File: src/rtl/core/shbs_pkg.sv
// ----------------------------------------------------------------------------
// shbs_pkg
// Shared types, constants and round functions for the SHA-256 byte hasher.
// ----------------------------------------------------------------------------
package shbs_pkg;

  localparam int unsigned HASH_WORDS = 8;

  typedef logic [31:0] word_t;
  typedef logic [0:HASH_WORDS-1][31:0] hash_t;

  // item kinds
  localparam logic KIND_ABSORB = 1'b0;
  localparam logic KIND_FINISH = 1'b1;

  localparam logic [7:0]  PAD_BYTE   = 8'h80;
  localparam logic [7:0]  ZERO_BYTE  = 8'h00;
  localparam logic [6:0]  LEN_START  = 7'd56;
  localparam logic [6:0]  FULL_COUNT = 7'd64;
  localparam logic [63:0] BLOCK_BITS = 64'd512;
  localparam logic [5:0]  LAST_ROUND = 6'd63;
  localparam logic [2:0]  LAST_INDEX = 3'd7;

  localparam hash_t INIT_H = {
    32'h6a09e667, 32'hbb67ae85, 32'h3c6ef372, 32'ha54ff53a,
    32'h510e527f, 32'h9b05688c, 32'h1f83d9ab, 32'h5be0cd19
  };

  localparam logic [0:63][31:0] ROUND_K = {
    32'h428a2f98, 32'h71374491, 32'hb5c0fbcf, 32'he9b5dba5,
    32'h3956c25b, 32'h59f111f1, 32'h923f82a4, 32'hab1c5ed5,
    32'hd807aa98, 32'h12835b01, 32'h243185be, 32'h550c7dc3,
    32'h72be5d74, 32'h80deb1fe, 32'h9bdc06a7, 32'hc19bf174,
    32'he49b69c1, 32'hefbe4786, 32'h0fc19dc6, 32'h240ca1cc,
    32'h2de92c6f, 32'h4a7484aa, 32'h5cb0a9dc, 32'h76f988da,
    32'h983e5152, 32'ha831c66d, 32'hb00327c8, 32'hbf597fc7,
    32'hc6e00bf3, 32'hd5a79147, 32'h06ca6351, 32'h14292967,
    32'h27b70a85, 32'h2e1b2138, 32'h4d2c6dfc, 32'h53380d13,
    32'h650a7354, 32'h766a0abb, 32'h81c2c92e, 32'h92722c85,
    32'ha2bfe8a1, 32'ha81a664b, 32'hc24b8b70, 32'hc76c51a3,
    32'hd192e819, 32'hd6990624, 32'hf40e3585, 32'h106aa070,
    32'h19a4c116, 32'h1e376c08, 32'h2748774c, 32'h34b0bcb5,
    32'h391c0cb3, 32'h4ed8aa4a, 32'h5b9cca4f, 32'h682e6ff3,
    32'h748f82ee, 32'h78a5636f, 32'h84c87814, 32'h8cc70208,
    32'h90befffa, 32'ha4506ceb, 32'hbef9a3f7, 32'hc67178f2
  };

  typedef enum logic [2:0] {
    ST_IDLE,
    ST_COMP,
    ST_FINAL,
    ST_PAD,
    ST_EMIT
  } state_t;

  typedef struct packed {
    logic       kind;
    logic [7:0] data_byte;
  } in_item_t;

  typedef struct packed {
    logic [31:0] digest_word;
    logic [2:0]  word_index;
    logic        last_word;
  } out_item_t;

  typedef struct packed {
    logic       load;
    logic [7:0] data;
    logic       step;
  } sched_ctl_t;

  typedef struct packed {
    logic       init;
    logic       step;
    logic [5:0] round;
  } round_ctl_t;

  function automatic word_t big_sigma0(word_t x);
    return {x[1:0], x[31:2]} ^ {x[12:0], x[31:13]} ^ {x[21:0], x[31:22]};
  endfunction

  function automatic word_t big_sigma1(word_t x);
    return {x[5:0], x[31:6]} ^ {x[10:0], x[31:11]} ^ {x[24:0], x[31:25]};
  endfunction

  function automatic word_t small_sigma0(word_t x);
    return {x[6:0], x[31:7]} ^ {x[17:0], x[31:18]} ^ (x >> 3);
  endfunction

  function automatic word_t small_sigma1(word_t x);
    return {x[16:0], x[31:17]} ^ {x[18:0], x[31:19]} ^ (x >> 10);
  endfunction

endpackage

File: src/rtl/core/shbs_sched.sv
// ----------------------------------------------------------------------------
// shbs_sched
// Block buffer and message schedule window: bytes shift in at the bottom,
// and during rounds the window shifts one word up and appends W[t+16].
// ----------------------------------------------------------------------------
module shbs_sched (
  input  logic                   clk,
  input  shbs_pkg::sched_ctl_t   ctl,
  output shbs_pkg::word_t        w_cur
);

  // word i of the window sits at win[511-32*i -: 32]
  logic [511:0]    win;
  logic [511:0]    win_next;
  shbs_pkg::word_t w_new;

  assign w_cur = win[511:480];

  always_comb begin
    w_new = shbs_pkg::small_sigma1(win[63:32]) + win[223:192]
          + shbs_pkg::small_sigma0(win[479:448]) + win[511:480];
  end

  always_comb begin
    priority if (ctl.load) begin
      win_next = {win[503:0], ctl.data};
    end else if (ctl.step) begin
      win_next = {win[479:0], w_new};
    end else begin
      win_next = win;
    end
  end

  always_ff @(posedge clk) begin
    win <= win_next;
  end

endmodule

File: src/rtl/core/shbs_round.sv
// ----------------------------------------------------------------------------
// shbs_round
// Working variables a..h and the single compression round unit.
// ----------------------------------------------------------------------------
module shbs_round (
  input  logic                   clk,
  input  shbs_pkg::round_ctl_t   ctl,
  input  shbs_pkg::hash_t        hash_in,
  input  shbs_pkg::word_t        w_cur,
  output shbs_pkg::hash_t        work
);

  shbs_pkg::word_t a, b, c, d, e, f, g, h;
  shbs_pkg::word_t t1, t2;

  assign {a, b, c, d, e, f, g, h} = work;

  always_comb begin
    t1 = h + shbs_pkg::big_sigma1(e) + ((e & f) ^ (~e & g))
       + shbs_pkg::ROUND_K[ctl.round] + w_cur;
    t2 = shbs_pkg::big_sigma0(a) + ((a & b) ^ (a & c) ^ (b & c));
  end

  always_ff @(posedge clk) begin
    if (ctl.init) begin
      work <= hash_in;
    end else if (ctl.step) begin
      work <= {t1 + t2, a, b, c, d + t1, e, f, g};
    end
  end

endmodule

File: src/rtl/core/sha256_byte_stream_hasher.sv
// ----------------------------------------------------------------------------
// sha256_byte_stream_hasher
// SHA-256 over a byte stream, one byte per item; a finish item pads the
// message and returns the eight digest words.
// ----------------------------------------------------------------------------
// The byte that completes a 64-byte block starts a compression: the rounds
// in ST_COMP, then the hash update in ST_FINAL, with item_ready low
// throughout. A finish item pads one byte per cycle (0x80, zeros, then the
// 64-bit length), runs one compression, or two when 56 or more bytes were
// pending, then offers the eight digest words, word 0 first, one per cycle
// as digest_ready allows. The pace is set by the one round unit, which does
// one SHA-256 round per cycle. After the last word the hasher is back at the
// initial hash values.
// ----------------------------------------------------------------------------
module sha256_byte_stream_hasher (
  input  logic                  clk,
  input  logic                  rst,
  input  logic                  item_valid,
  output logic                  item_ready,
  input  shbs_pkg::in_item_t    item,
  output logic                  digest_valid,
  input  logic                  digest_ready,
  output shbs_pkg::out_item_t   digest
);

  shbs_pkg::state_t     state;
  shbs_pkg::state_t     state_next;
  logic [6:0]           byte_count;
  logic [63:0]          total_bits;
  logic [63:0]          len_bits;
  shbs_pkg::hash_t      hv;
  shbs_pkg::hash_t      work;
  logic [5:0]           round;
  logic [2:0]           widx;
  logic                 fin;
  logic                 need_extra;
  logic                 last_blk;
  logic                 accept;
  logic                 pad_zero;
  shbs_pkg::sched_ctl_t sched_ctl;
  shbs_pkg::round_ctl_t round_ctl;
  shbs_pkg::word_t      w_cur;

  assign accept   = item_valid & item_ready;
  // zero fill until the length field of the final block
  assign pad_zero = need_extra || (byte_count < shbs_pkg::LEN_START);

  // next state
  always_comb begin
    state_next = state;
    unique case (state)
      shbs_pkg::ST_IDLE: begin
        if (accept) begin
          if (item.kind == shbs_pkg::KIND_FINISH) begin
            state_next = shbs_pkg::ST_PAD;
          end else if (byte_count == shbs_pkg::FULL_COUNT - 7'd1) begin
            state_next = shbs_pkg::ST_COMP;
          end
        end
      end
      shbs_pkg::ST_COMP: begin
        if (round == shbs_pkg::LAST_ROUND) begin
          state_next = shbs_pkg::ST_FINAL;
        end
      end
      shbs_pkg::ST_FINAL: begin
        if (!fin) begin
          state_next = shbs_pkg::ST_IDLE;
        end else if (last_blk) begin
          state_next = shbs_pkg::ST_EMIT;
        end else begin
          state_next = shbs_pkg::ST_PAD;
        end
      end
      shbs_pkg::ST_PAD: begin
        if (byte_count == shbs_pkg::FULL_COUNT) begin
          state_next = shbs_pkg::ST_COMP;
        end
      end
      shbs_pkg::ST_EMIT: begin
        if (digest_ready && widx == shbs_pkg::LAST_INDEX) begin
          state_next = shbs_pkg::ST_IDLE;
        end
      end
      default: state_next = shbs_pkg::ST_IDLE;
    endcase
  end

  // outputs and unit controls
  always_comb begin
    item_ready       = (state == shbs_pkg::ST_IDLE);
    digest_valid     = (state == shbs_pkg::ST_EMIT);
    sched_ctl.load   = 1'b0;
    sched_ctl.data   = item.data_byte;
    sched_ctl.step   = (state == shbs_pkg::ST_COMP);
    round_ctl.init   = (state != shbs_pkg::ST_COMP) && (state_next == shbs_pkg::ST_COMP);
    round_ctl.step   = (state == shbs_pkg::ST_COMP);
    round_ctl.round  = round;
    unique case (state)
      shbs_pkg::ST_IDLE: begin
        sched_ctl.load = accept;
        if (item.kind == shbs_pkg::KIND_FINISH) begin
          sched_ctl.data = shbs_pkg::PAD_BYTE;
        end
      end
      shbs_pkg::ST_PAD: begin
        sched_ctl.load = (byte_count != shbs_pkg::FULL_COUNT);
        sched_ctl.data = pad_zero ? shbs_pkg::ZERO_BYTE : len_bits[63:56];
      end
      shbs_pkg::ST_COMP, shbs_pkg::ST_FINAL, shbs_pkg::ST_EMIT: begin
      end
      default: begin
      end
    endcase
  end

  assign digest.digest_word = hv[widx];
  assign digest.word_index  = widx;
  assign digest.last_word   = (widx == shbs_pkg::LAST_INDEX);

  always_ff @(posedge clk) begin
    if (rst) begin
      state      <= shbs_pkg::ST_IDLE;
      byte_count <= '0;
      total_bits <= '0;
      hv         <= shbs_pkg::INIT_H;
      round      <= '0;
      widx       <= '0;
      fin        <= 1'b0;
      need_extra <= 1'b0;
      last_blk   <= 1'b0;
    end else begin
      state <= state_next;
      unique case (state)
        shbs_pkg::ST_IDLE: begin
          if (accept) begin
            byte_count <= byte_count + 7'd1;
            if (item.kind == shbs_pkg::KIND_FINISH) begin
              fin        <= 1'b1;
              need_extra <= (byte_count >= shbs_pkg::LEN_START);
              len_bits   <= total_bits + {55'd0, byte_count[5:0], 3'd0};
            end
          end
        end
        shbs_pkg::ST_COMP: begin
          round <= round + 6'd1;
        end
        shbs_pkg::ST_FINAL: begin
          for (int i = 0; i < shbs_pkg::HASH_WORDS; i++) begin
            hv[i] <= hv[i] + work[i];
          end
          total_bits <= total_bits + shbs_pkg::BLOCK_BITS;
          byte_count <= '0;
        end
        shbs_pkg::ST_PAD: begin
          if (byte_count == shbs_pkg::FULL_COUNT) begin
            last_blk   <= !need_extra;
            need_extra <= 1'b0;
          end else begin
            byte_count <= byte_count + 7'd1;
            if (!pad_zero) begin
              len_bits <= {len_bits[55:0], 8'd0};
            end
          end
        end
        shbs_pkg::ST_EMIT: begin
          if (digest_ready) begin
            widx <= widx + 3'd1;
            if (widx == shbs_pkg::LAST_INDEX) begin
              hv         <= shbs_pkg::INIT_H;
              byte_count <= '0;
              total_bits <= '0;
              fin        <= 1'b0;
              last_blk   <= 1'b0;
            end
          end
        end
        default: begin
        end
      endcase
    end
  end

  shbs_sched u_sched (
    .clk   (clk),
    .ctl   (sched_ctl),
    .w_cur (w_cur)
  );

  shbs_round u_round (
    .clk     (clk),
    .ctl     (round_ctl),
    .hash_in (hv),
    .w_cur   (w_cur),
    .work    (work)
  );

  // a full buffer is always compressed before the next item is taken
  a_ready_not_full: assert property (@(posedge clk) disable iff (rst)
    item_ready |-> byte_count < shbs_pkg::FULL_COUNT)
    else $error("item taken with a full block buffer");

  a_comp_full: assert property (@(posedge clk) disable iff (rst)
    state == shbs_pkg::ST_COMP |-> byte_count == shbs_pkg::FULL_COUNT)
    else $error("compression on a partial block");

  a_comp_runs: assert property (@(posedge clk) disable iff (rst)
    (state == shbs_pkg::ST_COMP && round != shbs_pkg::LAST_ROUND)
      |=> state == shbs_pkg::ST_COMP)
    else $error("compression cut short");

  a_first_word: assert property (@(posedge clk) disable iff (rst)
    $rose(digest_valid) |-> widx == 3'd0)
    else $error("digest does not start at word 0");

  a_restart: assert property (@(posedge clk) disable iff (rst)
    (digest_valid && digest_ready && digest.last_word)
      |=> (item_ready && byte_count == 7'd0 && total_bits == 64'd0))
    else $error("state not cleared after digest");

endmodule
File: config.mk
export PLATFORM = sky130hd
export DESIGN_NAME = sha256_byte_stream_hasher
export DESIGN_NICKNAME = d
export VERILOG_FILES = /design/src/rtl/core/shbs_pkg.sv /design/src/rtl/core/shbs_sched.sv /design/src/rtl/core/shbs_round.sv /design/src/rtl/core/sha256_byte_stream_hasher.sv
export SDC_FILE = /design/constraint.sdc
export NUM_CORES = 2
export LEC_CHECK = 0
export BUFFER_PORTS_ARGS = -buffer_cell sky130_fd_sc_hd__buf_2
export CAP_MARGIN = 25
export CORE_MARGIN = 4
export CORE_UTILIZATION = 42
export DETAILED_ROUTE_END_ITERATION = 7
export GPL_TIMING_DRIVEN = 1
export PLACE_DENSITY = 0.61
export RECOVER_POWER = 25
export SLEW_MARGIN = 5
export SYNTH_ARGS = -nofsm -noshare
export SYNTH_HDL_FRONTEND = slang
export SYNTH_SLANG_ARGS = --single-unit
File: constraint.sdc
create_clock -name clk -period 13.85 [get_ports clk]
set_input_delay 0.6925 -clock clk [delete_from_list [all_inputs] [get_ports clk]]
set_output_delay 0.6925 -clock clk [all_outputs]
set_load 0.02 [all_outputs]
# After elaboration in Yosys (flattened, before gate mapping)
# Memories as Yosys holds them, arrays and structs flattened.
# Index checks and enable logic that the tools add are counted.
# totals
reg_bits	1174
latch_bits	0
romBits	2048
ram_bits	0
in_bits	13
n_memories	1
# memory_table
memory	words	width	read_ports	rd_clocked_by_memory_dff	wr	line	source
(name not given)	64	32	1	0	0	shbs_round.sv:20	+ shbs_pkg::ROUND_K[ctl.round] + w_cur;
# op_classes
eq_ne	18
n_shift	0
bitwise	21
mux	48
div	0
n_mul	0
reduce_logical	19
magnitude_cmp	4
addsub	23
# ops
operator	count
$mux W256	4
$mux W512	2
$add A32 B32 Y32	18
$pmux W256 S2	1
$mux W64	6
$xor A32 B32 Y32	9
$pmux W64 S2	2
$and A32 B32 Y32	5
$mux W32	4
$bmux W32 S3	1
$add A64 B10 Y64 const B	1
$add A64 B9 Y64	1
$not A32 Y32	1
$xor A32 B22 Y32	1
$xor A32 B29 Y32	1
$mux W7	4
$pmux W7 S4	1
$mux W3	8
$pmux W9 S2	1
$mux W8	2
$pmux W3 S5	1
$reduce_bool A2 Y1	6
$reduce_and A5 Y1	2
$mux W1	8
31 further kinds	43

# Logic depth before layout (Yosys ltp)
# logic_depth
depth_word	9
ltp_mapped	42
mapped_depth_nobuf	39

# Cells and area by module
# From an unflattened synthesis, not the netlist that was laid out.
# unflattened
hier_cells	7219
hier_area_um2	77520.6
# by_module_without_submodules
mod	seq_area_each_um2	area_each_um2	n_inst	cells_per_inst
sha256_byte_stream_hasher	8498.2	27821.7	1	3115
shbs_sched	15374.7	26162.6	1	1711
shbs_round	7687.4	23536.3	1	2393

# Worst setup path after synthesis
# OpenSTA, ideal clock, no wires.
# synth_timing
kind	register to register
startpoint	register byte_count[0]
endpoint	register u_sched.win[0] (enable)
slack_ns	0.788
stages_incl_launch_ff	7
synth_period_minus_slack_ns	13.062
required_ns	12.941
setup_ns	0.909
t_arrival_ns	12.153
path_cell_list	dfxtp_1 -> inv_1 -> ha_1 -> nor4b_1 -> nand3b_1 -> nor2b_1 -> or3_1
# synth_via
elab_chain_len	3
# synth_rtl
item	line	source
start, declared	sha256_byte_stream_hasher.sv:28	logic [6:0] byte_count;
start signal, assigned	sha256_byte_stream_hasher.sv:137	byte_count <= byte_count + 7'd1;
start signal, assigned	sha256_byte_stream_hasher.sv:160	byte_count <= byte_count + 7'd1;
$ne A7 B7 Y1	sha256_byte_stream_hasher.sv:107	sched_ctl.load = (byte_count != shbs_pkg::FULL_COUNT);
$pmux W9 S2	sha256_byte_stream_hasher.sv:99	unique case (state)
$reduce_bool A2 Y1 (no line)	--	
end signal, assigned	shbs_sched.sv:35	win <= win_next;
end, declared	shbs_sched.sv:13	logic [511:0] win;
# No other way between the ends.
# A chain may end at the register's enable or synchronous reset.

# Final worst setup path
# layout_timing
startpoint	register round[2]
endpoint	register u_round.work (netlist bit u_round.a[30]) (data pin)
# layout_via
elab_chain_len	9
# layout_rtl
item	line	source
start, declared	sha256_byte_stream_hasher.sv:33	logic [5:0] round;
start signal, assigned	sha256_byte_stream_hasher.sv:146	round <= round + 6'd1;
$not A6 Y7 (implied by the code)	shbs_round.sv:20	
$mem_v2 Z64 W32	--	
$mux W32 (implied by the code) (2 in series)	shbs_round.sv:20	
$add A32 B32 Y32 (2 in series)	shbs_round.sv:20	
$add A32 B32 Y32	shbs_round.sv:28	work <= {t1 + t2, a, b, c, d + t1, e, f, g};
$mux W256	shbs_round.sv:27	end else if (ctl.step) begin
$mux W256 *	shbs_round.sv:25	if (ctl.init) begin
end signal, assigned	shbs_round.sv:26	work <= hash_in;
end signal, assigned	shbs_round.sv:28	
end, declared	shbs_round.sv:10	output shbs_pkg::hash_t work
# Every way passes the cells marked *; elsewhere a longest branch is shown, timed or not. The select of a mux whose other input is x is not followed.

==> flow_summary.ini <==
[route]
postRouteWirelength_mm = 245
viasPerCell = 5.81
post_drt_wl_per_cell_um = 23.8
drc = 0
drtPass1Iterations = 6
num_vias = 59800
ant_nets = 0
drt_iter0_drc = 6546

[sta]
finalSetupTns_ps = 0
period_share = 0.837
worst_pin_slew_ps = 7940
setup_viol = 0
setup_slack_ps = 2250
max_freq_mhz = 86.2
min_period_ps = 11600
maxSlewHeadroom = -4.29
finClkSkew_ps = 55.2
rsz0062_at_grt = no
hold_viol = 0
drv_slew = 1237

[worst_setup_path]
crit_family = adder cells
crit_required_ps = 14380
worstSetupStartpoint = round[2]
slowest_delay_ps = 1740
critPathKind = register to register
slowest_stage = clkbuf_1
end_kind = register
cp_max_fo = 51
r2r-start = round[2]
worstSetupStartpointType = register
crit_buf_inv = 5
critPathArrivalTime_ps = 12130

[floorplan]
initial_core_util = 0.424
die_h_um = 434
core.rowCount = 155
die_x_um = 434
core-area_um2 = 179000
dieArea_um2 = 188000
num_io_pins = 51

[clocking]
cts_root_buffer = clkbuf_16
clockBufferDepth = 3
clk_pin_slew_ps = 60
postCtsHoldBufs = 0
cts_tree = done
postCtsSetupBuffers = 0
cts_max_level = 4
cts.repair.resized = 0
clock_sinks = 1162
cts_buffers = 141
clk-insertion-delay-late_ps = 810

[layout]
mostFrequentLayoutCells = nand2_1 (1847), edfxtp_1 (829), a21oi_1 (472), o21ai_0 (424), nor2_1 (404)
regArea_um2 = 31600
multi_input_area_um2 = 41700
layoutNonFillerInstCount = 10300
layout_commonest_cell = nand2_1
fin_nets = 8415
fillers = 16900
synthToLayoutAreaGrowth_pct = 9.09
drive_above_1_share = 0.0929

[outcome]
status = finished with violations
violations = capacitance limit, slew limit

[logic_synthesis]
ys.flop_type = edfxtp_1
synth_seq_cells = 1162
yosysSeqAreaShare = 0.415
syn_inst = 7989
yosys_warnings = 0
synth_area_per_cell_um2 = 9.53
syn_area_um2 = 76100
synth_edf_count = 829
ys_types = 92
async_flop_share = 0
synth_fp_nets = 8592

[run]
cap_violations = 22

[global_routing]
grt_first_pass_wirelength_mm = 365
grt_usage = 0.255
antenna_found_initial = 10
grt_pass1_vias = 56700
grt-ovfl-total = 0
grt_max_degree = 234

[placement]
dp_cells = 10000
port_buffers = 50
hpwl_mm = 179
routabilityCongestion = 0.946
place_ws_ps = 3970

[worst_hold_path]
worstHoldStart = item[8]
hold_class = input pin to register
layout make-up:
cell class | instances | area share
flip-flops and latches | 1162 | 0.380
clock inverters | 67 | 0.0105
repair buffers | 138 | 0.0112
clock buffers | 194 | 0.0465
inverters | 306 | 0.0138
multi-input cells | 6063 | 0.502
well taps | 2355 | 0.0355
diodes | 2 | 0.0000603
cell usage after synthesis, types with 12 or more instances:
| cell type | n | area (um^2) |
|---|---|---|
| nand2_1 | 1851 | 6950 |
| edfxtp_1 | 829 | 24900 |
| a21oi_1 | 472 | 2360 |
| o21ai_0 | 423 | 2120 |
| nor2_1 | 406 | 1520 |
| ha_1 | 395 | 4940 |
| xnor2_1 | 390 | 3420 |
| clkbuf_1 | 381 | 1430 |
| dfxtp_1 | 333 | 6670 |
| inv_1 | 303 | 1140 |
| mux2_2 | 299 | 3370 |
| xor2_1 | 224 | 1960 |
| fa_1 | 195 | 3900 |
| a21o_1 | 172 | 1290 |
| nand3_1 | 101 | 505 |
| nor3_1 | 95 | 475 |
| nand2b_1 | 76 | 475 |
| mux4_2 | 66 | 1490 |
| a22oi_1 | 64 | 480 |
| o21a_1 | 59 | 443 |
| nor2b_1 | 52 | 325 |
| a31oi_1 | 48 | 300 |
| and3_1 | 47 | 294 |
| buf_1 | 47 | 176 |
| a211oi_1 | 44 | 330 |
| o21bai_1 | 42 | 315 |
| nand4_1 | 38 | 238 |
| o22ai_1 | 38 | 238 |
| o31ai_1 | 36 | 270 |
| o211ai_1 | 31 | 233 |
| or3_1 | 30 | 188 |
| buf_2 | 29 | 145 |
| mux2i_1 | 29 | 290 |
| and2_1 | 26 | 163 |
| maj3_1 | 22 | 220 |
| a221o_1 | 19 | 190 |
| a221oi_1 | 18 | 158 |
| nor4_1 | 15 | 93.8 |
| a211o_1 | 14 | 123 |
| a311oi_1 | 14 | 123 |
| or2_2 | 14 | 87.6 |
| and4_1 | 13 | 114 |
| o31a_1 | 12 | 105 |
worst reg2reg max path: cells and delay by family, from the launching register on:
kind	cells	cell delay [ps]
XOR/XNOR	2	350
flip-flops	1	1240
adder cells (fa/ha/maj)	7	3400
AND/OR/NAND/NOR	7	1360
buffers and inverters	5	1980
AO/OA/AOI/OAI	13	3010
state kept, by name, indices dropped and copies added (netlist names), 32 cells and up:
| name | cells |
|---|---|
| hv | 256 |
| len_bits | 61 |
| total_bits | 55 |
| u_round.a | 32 |
| u_round.b | 32 |
| u_round.c | 32 |
| u_round.d | 32 |
| u_round.e | 32 |
| u_round.f | 32 |
| u_round.g | 32 |
| u_round.h | 32 |
| u_sched.win | 512 |
layer usage:
metal / share of wire / GRT usage
met1: 0.46 / 0.379
met2: 0.43 / 0.380
met3: 0.080 / 0.0442
met4: 0.027 / 0.0724
met5: 0.00019 / 0
per-stage QoR:
| stage | hold slack, ps | instance area [um^2] | utilization |
|---|---|---|---|
| 5_1_grt | 219 | 83000 | 0.463 |
| 2_1_floorplan | 454 | 76100 | - |
| 3_3_place_gp | 472 | 78300 | 0.437 |
| 6_report | 230 | 83000 | 0.463 |
| 3_5_place_dp | 484 | 78300 | 0.437 |
| 4_1_cts | 167 | 83100 | 0.463 |
final timing paths:
check / to / slack, ps / depth (start not counted)
min: fin / 230 / 3
max: u_round.a[30] / 2250 / 34
max reg2reg: u_round.a[30] / 2250 / 34
min reg2reg: hv[227] / 490 / 2
logic make-up (layout without fill, tap and decap cells):
logic type | Yosys count | after routing | synth area share
fa+ha+maj | 612 | 612 | 0.119
flops | 1162 | 1162 | 0.415
simple gates | 2797 | 2797 | 0.154
buf+inv | 764 | 705 | 0.0382
compound gates | 1646 | 1646 | 0.136
xor+xnor | 614 | 614 | 0.0707
other cells | 0 | 2 | 0
mux | 394 | 394 | 0.0676
Power is left out: the tool's default activity adds up to more than one toggle a clock period on the data nets, which glitch-free logic cannot reach.
